**config.mk**
```make
export PLATFORM = sky130hd
export DESIGN_NAME = pipelined_prime_sieve
export DESIGN_NICKNAME = d
export VERILOG_FILES = /design/src/design/pps_pkg.sv /design/src/design/pipelined_prime_sieve.sv /design/src/design/pps_cell.sv
export VERILOG_INCLUDE_DIRS = /design/src /design/src/design
export SDC_FILE = /design/constraint.sdc
export NUM_CORES = 2
export LEC_CHECK = 0
export ABC_AREA = 1
export BUFFER_PORTS_ARGS = -buffer_cell sky130_fd_sc_hd__buf_4
export CAP_MARGIN = 15
export CORE_ASPECT_RATIO = 0.6
export CORE_UTILIZATION = 50
export CTS_BUF_LIST = sky130_fd_sc_hd__clkbuf_8
export DETAILED_ROUTE_END_ITERATION = 12
export PLACE_DENSITY = 0.75
export SYNTH_ARGS = -nofsm -noshare
export SYNTH_HDL_FRONTEND = slang
export SYNTH_SLANG_ARGS = --single-unit
```
**constraint.sdc**
```tcl
create_clock -name clk_i -period 21.2 [get_ports clk_i]
set_input_delay 2.12 -clock clk_i [delete_from_list [all_inputs] [get_ports clk_i]]
set_output_delay 2.12 -clock clk_i [all_outputs]
set_load 0.05 [all_outputs]
```
**src/design/pipelined_prime_sieve_macros.svh**
```systemverilog
// Assertion macros for the prime sieve.
// Used by pipelined_prime_sieve.sv; expects clk_i and rst_ni in scope.
`ifndef PIPELINED_PRIME_SIEVE_MACROS_SVH
`define PIPELINED_PRIME_SIEVE_MACROS_SVH

// same-cycle implication
`define PPS_ASSERT_IMP(lbl, ante, cons) \
  lbl: assert property (@(posedge clk_i) disable iff (!rst_ni) (ante) |-> (cons)) \
    else $error("pps: assertion failed");

// next-cycle implication
`define PPS_ASSERT_NXT(lbl, ante, cons) \
  lbl: assert property (@(posedge clk_i) disable iff (!rst_ni) (ante) |=> (cons)) \
    else $error("pps: assertion failed");

`endif

```
**src/design/pps_pkg.sv**
```systemverilog
// Shared types and constants for the prime sieve.
// No dependencies.
package pps_pkg;

  localparam int NumStagesDef  = 16;
  localparam int ValueWidthDef = 16;
  localparam int ValueBits     = 16;

  typedef struct packed {
    logic alive;
    logic done;
  } pps_tok_t;

endpackage

```
**src/design/pipelined_prime_sieve.sv**
```systemverilog
// Prime sieve top level: chain of sieve cells, phase counter, output register.
// Depends on pps_pkg, pps_cell and pipelined_prime_sieve_macros.svh.
//
// Items move down a chain of NUM_STAGES cells in lockstep; each cell keeps an
// item while it works out the remainder by its prime, one bit per cycle when
// the chain is not held. A new item is taken only at the cycle the cells hand
// items on, so the first cell takes a new item only when it hands its last one
// on. Results appear in input order; values below two and values divisible
// by a stored prime give no result. While a result waits stalled in the
// output register and another is due, the chain holds.
module pipelined_prime_sieve #(
  parameter int NUM_STAGES  = pps_pkg::NumStagesDef,
  parameter int VALUE_WIDTH = pps_pkg::ValueWidthDef
) (
  input  logic                          clk_i,
  input  logic                          rst_ni,
  input  logic                          in_valid_i,
  output logic                          in_stall_o,
  input  logic [pps_pkg::ValueBits-1:0] in_value_i,
  output logic                          out_valid_o,
  input  logic                          out_stall_i,
  output logic [pps_pkg::ValueBits-1:0] out_prime_value_o,
  output logic                          out_overflow_o
);
  import pps_pkg::*;

  `include "pipelined_prime_sieve_macros.svh"

  localparam int BitW = $clog2(VALUE_WIDTH);

  logic [BitW-1:0]        bit_idx_q, bit_idx_d;
  logic                   first, last;
  logic                   adv;
  logic                   emit;
  logic                   out_load;
  logic [VALUE_WIDTH-1:0] vin;
  pps_tok_t               tok_chain [NUM_STAGES+1];
  logic [VALUE_WIDTH-1:0] val_chain [NUM_STAGES+1];
  logic [NUM_STAGES-1:0]  filled_vec;
  logic                   out_valid_q;
  logic [ValueBits-1:0]   out_value_q;
  logic                   out_ovf_q;

  assign first = (bit_idx_q == BitW'(VALUE_WIDTH - 1));
  assign last  = (bit_idx_q == '0);
  assign emit  = last && tok_chain[NUM_STAGES].alive;
  assign adv   = !(emit && out_valid_q && out_stall_i);
  assign out_load   = emit && adv;
  assign in_stall_o = !(adv && last);

  assign vin                = VALUE_WIDTH'(in_value_i);
  assign tok_chain[0].alive = in_valid_i && (vin > VALUE_WIDTH'(1));
  assign tok_chain[0].done  = 1'b0;
  assign val_chain[0]       = vin;

  always_comb begin
    bit_idx_d = bit_idx_q;
    if (adv) begin
      bit_idx_d = last ? BitW'(VALUE_WIDTH - 1) : bit_idx_q - BitW'(1);
    end
  end

  always_ff @(posedge clk_i or negedge rst_ni) begin
    if (!rst_ni) begin
      bit_idx_q <= BitW'(VALUE_WIDTH - 1);
    end else begin
      bit_idx_q <= bit_idx_d;
    end
  end

  for (genvar g = 0; g < NUM_STAGES; g++) begin : g_cell
    pps_cell #(
      .VALUE_WIDTH (VALUE_WIDTH),
      .BIT_W       (BitW)
    ) u_cell (
      .clk_i     (clk_i),
      .rst_ni    (rst_ni),
      .step_i    (adv),
      .first_i   (first),
      .last_i    (last),
      .bit_idx_i (bit_idx_q),
      .tok_i     (tok_chain[g]),
      .value_i   (val_chain[g]),
      .tok_o     (tok_chain[g+1]),
      .value_o   (val_chain[g+1]),
      .filled_o  (filled_vec[g])
    );
  end

  always_ff @(posedge clk_i or negedge rst_ni) begin
    if (!rst_ni) begin
      out_valid_q <= 1'b0;
    end else if (out_load) begin
      out_valid_q <= 1'b1;
    end else if (!out_stall_i) begin
      out_valid_q <= 1'b0;
    end
  end

  always_ff @(posedge clk_i) begin
    if (out_load) begin
      out_value_q <= ValueBits'(val_chain[NUM_STAGES]);
      out_ovf_q   <= !tok_chain[NUM_STAGES].done;
    end
  end

  assign out_valid_o       = out_valid_q;
  assign out_prime_value_o = out_value_q;
  assign out_overflow_o    = out_ovf_q;

  `PPS_ASSERT_IMP(a_accept_on_handoff, in_valid_i && !in_stall_o, last)
  `PPS_ASSERT_IMP(a_no_overwrite, out_load, !out_valid_q || !out_stall_i)
  `PPS_ASSERT_NXT(a_hold_on_stall, !adv, $stable(bit_idx_q))
  `PPS_ASSERT_IMP(a_filled_prefix, 1'b1, (filled_vec & (filled_vec + NUM_STAGES'(1))) == '0)

endmodule

```
**src/design/pps_cell.sv**
```systemverilog
// One sieve cell: holds a captured prime and runs a bit-serial remainder.
// Depends on pps_pkg.
module pps_cell #(
  parameter int VALUE_WIDTH = 16,
  parameter int BIT_W       = 4
) (
  input  logic                   clk_i,
  input  logic                   rst_ni,
  input  logic                   step_i,
  input  logic                   first_i,
  input  logic                   last_i,
  input  logic [BIT_W-1:0]       bit_idx_i,
  input  pps_pkg::pps_tok_t      tok_i,
  input  logic [VALUE_WIDTH-1:0] value_i,
  output pps_pkg::pps_tok_t      tok_o,
  output logic [VALUE_WIDTH-1:0] value_o,
  output logic                   filled_o
);
  import pps_pkg::*;

  pps_tok_t               tok_q;
  logic [VALUE_WIDTH-1:0] value_q;
  logic [VALUE_WIDTH-1:0] prime_q;
  logic                   filled_q;
  logic [VALUE_WIDTH-1:0] rem_q, rem_d;
  logic [VALUE_WIDTH-1:0] rem_in;
  logic [VALUE_WIDTH:0]   trial;
  logic [VALUE_WIDTH:0]   trial_sub;
  logic                   drop;
  logic                   capture;

  always_comb begin
    rem_in    = first_i ? '0 : rem_q;
    trial     = {rem_in, value_q[bit_idx_i]};
    trial_sub = trial - {1'b0, prime_q};
    if (trial >= {1'b0, prime_q}) begin
      rem_d = trial_sub[VALUE_WIDTH-1:0];
    end else begin
      rem_d = trial[VALUE_WIDTH-1:0];
    end
    drop        = tok_q.alive && !tok_q.done && filled_q && (rem_d == '0);
    tok_o.alive = tok_q.alive && !drop;
    tok_o.done  = tok_q.done;
    capture     = tok_i.alive && !tok_i.done && !filled_q;
  end

  assign value_o  = value_q;
  assign filled_o = filled_q;

  always_ff @(posedge clk_i or negedge rst_ni) begin
    if (!rst_ni) begin
      tok_q    <= '0;
      filled_q <= 1'b0;
      prime_q  <= '0;
    end else if (step_i && last_i) begin
      tok_q.alive <= tok_i.alive;
      tok_q.done  <= tok_i.done || capture;
      if (capture) begin
        filled_q <= 1'b1;
        prime_q  <= value_i;
      end
    end
  end

  always_ff @(posedge clk_i) begin
    if (step_i) begin
      rem_q <= rem_d;
      if (last_i) begin
        value_q <= value_i;
      end
    end
  end

endmodule

```
==> impl_results.md <==
* Post-Route Utilization at between 50% and 60%
* Clock tree from TritonCTS: done
* # IOs at 39
* F_max at ~110 MHz
* Area growth from synthesis to layout at 7.33%
* Share of cells above drive strength 1 at between 4 and 5%
* DR vias at 47800
* Fill cells at 9881
* Layout Nets at 7493
* Max-slew headroom at 22.4%
* Final setup margin at ~12 ns
* Die X at 426 um
* H-tree levels at 4
* Largest net degree at the start of global routing at 188
* Number of library cell types mapped by synthesis at 42
* Crit start category: flip-flop
* Post-synth ARST share at 36.9%
* RR Endpoint: g_cell[6].u_cell.prime_q[1]
* Post-Syn Area at 0.0540 mm2
* Seq/Total Area, Yosys at 43.8%
* Syn avg cell area at 7.48 um2
* Core Region at approximately 0.11 mm2
* Clock Power Share at between 30% and 40%
* Hold Path Origin: g_cell[11].u_cell.filled_o
* Vias per inst at 5.48
* Die height at approximately 260 um
* Status: finished, final reports clean
* Hold Path End: g_cell[11].u_cell.filled_o
* CP required at about 19 ns
* Worst-path fanout max at 71
* Grt ovf at 0
* Reg power frac at between 40% and 50%
* Port Buffers at 38
* Final std cells w/o fill at 8723
* Global-route wire length before repair at ~240000 um
* Final ANT Viol Nets at 0
* Die area at 0.109 mm2
* Psw at approximately 1.1 mW
* Final HPWL DP at 112000 um
* Post-route setup TNS at 0 ns
* Max capacitance violation total at 0
* Clock sinks at 838
* Leak at 29.6 nW
* CTS Buf Count at approximately 130
* Register bit count reported by yosys at between 800 and 900
* Cell Pwr Density at 65.2 mW/mm2
* Longest Clk Path Bufs at 3
* Final hold vios at 0
* Clock slew seen by the registers of the worst setup and hold paths at 0.07 ns
* Flop-to-flop setup slack at between 10 and 15 ns
* Yosys warns at 0
* Unrepaired setup endpoints after global routing: no
* Worst r2r src: bit_idx_q[0]
* Total power at between 3 and 4 mW
* Worst Setup End Kind: output pin
* Syn nets at 7507
* Routability cong. at 0.954
* Sequential Area at 0.0236 mm2
* Postcts setup bufs at 0
* R2R depth at 32
* Initial antenna violation count at 1
* WL final at 153000 um
* Post-layout minimum cycle time at 9.35 ns
* Hold_buf cts at 0
* GRT Resource Usage Total at 27.9%
* Setup slack at placement at 12.71 ns
* Iter 0 DRT Violations at ~6400
* Vias in the first global route at 43000
* P_int at 2.71 mW
* Final setup vio count at 0
* Num rows at 92
* Slew @ Worst Pin at 1.16 ns
* Routed wire per std cell at 17.5 um
* Initial Util at 50.9%
* Post-synth EDFFs at 529
* Fin crit share at 44.1%
* # placed instances at 8474
* Hold crit path type: reg2reg
* # resized after CTS at 0
* Gate Count Post-Synth at 7213
* Max Slew Vio Count at 0
* Clk_lat worst skew at 0.85 ns
* Gate power share at between 10 and 15%
* Multi-input gate area in the final layout at roughly 0.025 mm2
* Hold Crit Depth at 2
* TritonRoute pass-1 iters at 8
* Dominant synthesized flop cell: edfxtp_1
* Worst Path Arrival at slightly above 7 ns
* Drt drc at 0
* Switch share at approximately 28%
* Clk_skew at 0.0505 ns
* Clock root buffer master: clkbuf_8
* WS Path Type: reg2out
* VDD IR-drop max at roughly 85 uV
==> critical path: stages (launching register included) <==
cell and delay [ns]:
dfstp_4 0.95, clkinv_2 0.81, buf_4 0.64, nand2_1 0.12
nand3_1 0.07, nand2_1 0.08, nand2_1 0.05, nand2_1 0.07
inv_1 0.04, nand2_1 0.19, inv_1 0.08, ha_1 0.29
nand2_1 0.07, inv_1 0.04, nand2_1 0.07, nor2_1 0.04
nand2_1 0.10, nand3_1 0.12, nor2_4 0.32, nand2_4 0.23
nand3_1 0.23, nand2_1 0.10, nand2_1 0.07, nor2_1 0.05
nand3_1 0.18, nand3_4 0.36, nand2_4 0.60, buf_4 0.32
==> metrics by stage <==
step           hold slack (ns)  instance area, um2
2_1_floorplan            0.421               54000
3_3_place_gp             0.452               55200
3_5_place_dp             0.453               55200
4_1_cts                  0.471               57900
5_1_grt                  0.486               57900
6_report                 0.467               57900
==> power groups by stage <==
stage | clock network, mW | logic [mW] | registers, mW
2_1_floorplan | 0 | 0.399 | 1.82
3_3_place_gp | 0 | 0.515 | 1.83
3_5_place_dp | 0 | 0.527 | 1.83
4_1_cts | 1.47 | 0.529 | 1.79
5_1_grt | 1.53 | 0.613 | 1.80
6_report | 1.45 | 0.535 | 1.79
==> placed cells by master (no fill, tap or decap), drive strengths merged <==
cell type  netlist  routed
nand3          527     527
nand2         2571    2571
xnor2           20      20
inv           1123    1179
clkbuf          60     151
or2              4       4
edfxtp         529     529
and2            14      14
nor4             4       4
o21a             3       3
nand3b           4       4
nor3            30      30
bufinv           0       7
dfstp            4       4
diode            0       2
xor2           110     110
buf            153      64
o21ai          259     259
nor2           658     658
clkinv           1      27
o21bai          80      80
dfrtp          305     305
nand4          284     284
a21oi          183     183
ha             258     258
clkinvlp         0       7
fa              16      16
o31ai            1       1
a21o            12      12
==> kinds of logic (layout without fill, tap and decap cells) <==
kind of cell / Yosys count / in the layout / share of synthesized area, %
AOI/OAI and AO/OA: 538 / 538 / 5.45
adders and majority gates: 274 / 274 / 6.57
buffers and inverters: 1337 / 1435 / 9.89
other: 0 / 2 / 0
xor gates and xnor gates: 130 / 130 / 2.11
DFF: 838 / 838 / 43.8
and+or+nand+nor: 4096 / 4096 / 32.2
==> Yosys cell counts, types with 21 or more instances <==
master	instances	area (um2)
nand4_1	284	1780
ha_1	258	3230
o21ai_0	217	1090
a21oi_1	182	911
clkbuf_1	60	225
inv_1	1108	4160
buf_2	105	526
o21ai_1	41	205
nor2_1	629	2360
buf_4	21	158
nand2_1	2555	9590
dfrtp_1	305	7630
o21bai_1	80	601
nand3_1	503	2520
edfxtp_1	529	15900
nor3_1	28	140
xor2_1	110	963
==> layer usage <==
metal	GRT usage [%]	up-vias	wire (um)
li1	-	23100	-
met1	47.0	22100	75200
met2	34.5	2475	56400
met3	6.67	198	19100
met4	5.95	0	2390
met5	0	-	0
==> state kept, by name, indices dropped and copies added (netlist names) <==
name and cells:
g_cell.u_cell.tok_o 16, out_prime_value_o 16, out_overflow_o 1, g_cell.u_cell.rem_q 256, g_cell.u_cell.tok_q 16, g_cell.u_cell.filled_o 16
g_cell.u_cell.value_o 256, out_valid_o 1, bit_idx_q 4, g_cell.u_cell.prime_q 256
==> worst max path at each step <==
stage                                  endpoint  slack, ns         start  cells after the start
floorplan                          bit_idx_q[2]      14.14  bit_idx_q[1]                     28
global placement    g_cell[5].u_cell.prime_q[8]      12.80  bit_idx_q[0]                     32
detailed placement  g_cell[5].u_cell.prime_q[4]      12.71  bit_idx_q[0]                     32
CTS                                  in_stall_o      11.83  bit_idx_q[0]                     28
global route                         in_stall_o      11.37  bit_idx_q[0]                     29
finish                               in_stall_o      11.85  bit_idx_q[0]                     27
==> final cells by class <==
class | count | area share [%]
diodes | 2 | 0.00864
clock inverters | 96 | 1.14
inverters | 1124 | 7.32
repair buffers | 64 | 0.886
clock buffers | 151 | 3.59
well taps | 1410 | 3.05
flip-flops and latches | 838 | 40.8
multi-input cells | 5038 | 43.2
Power figures use the tool's default switching activity.
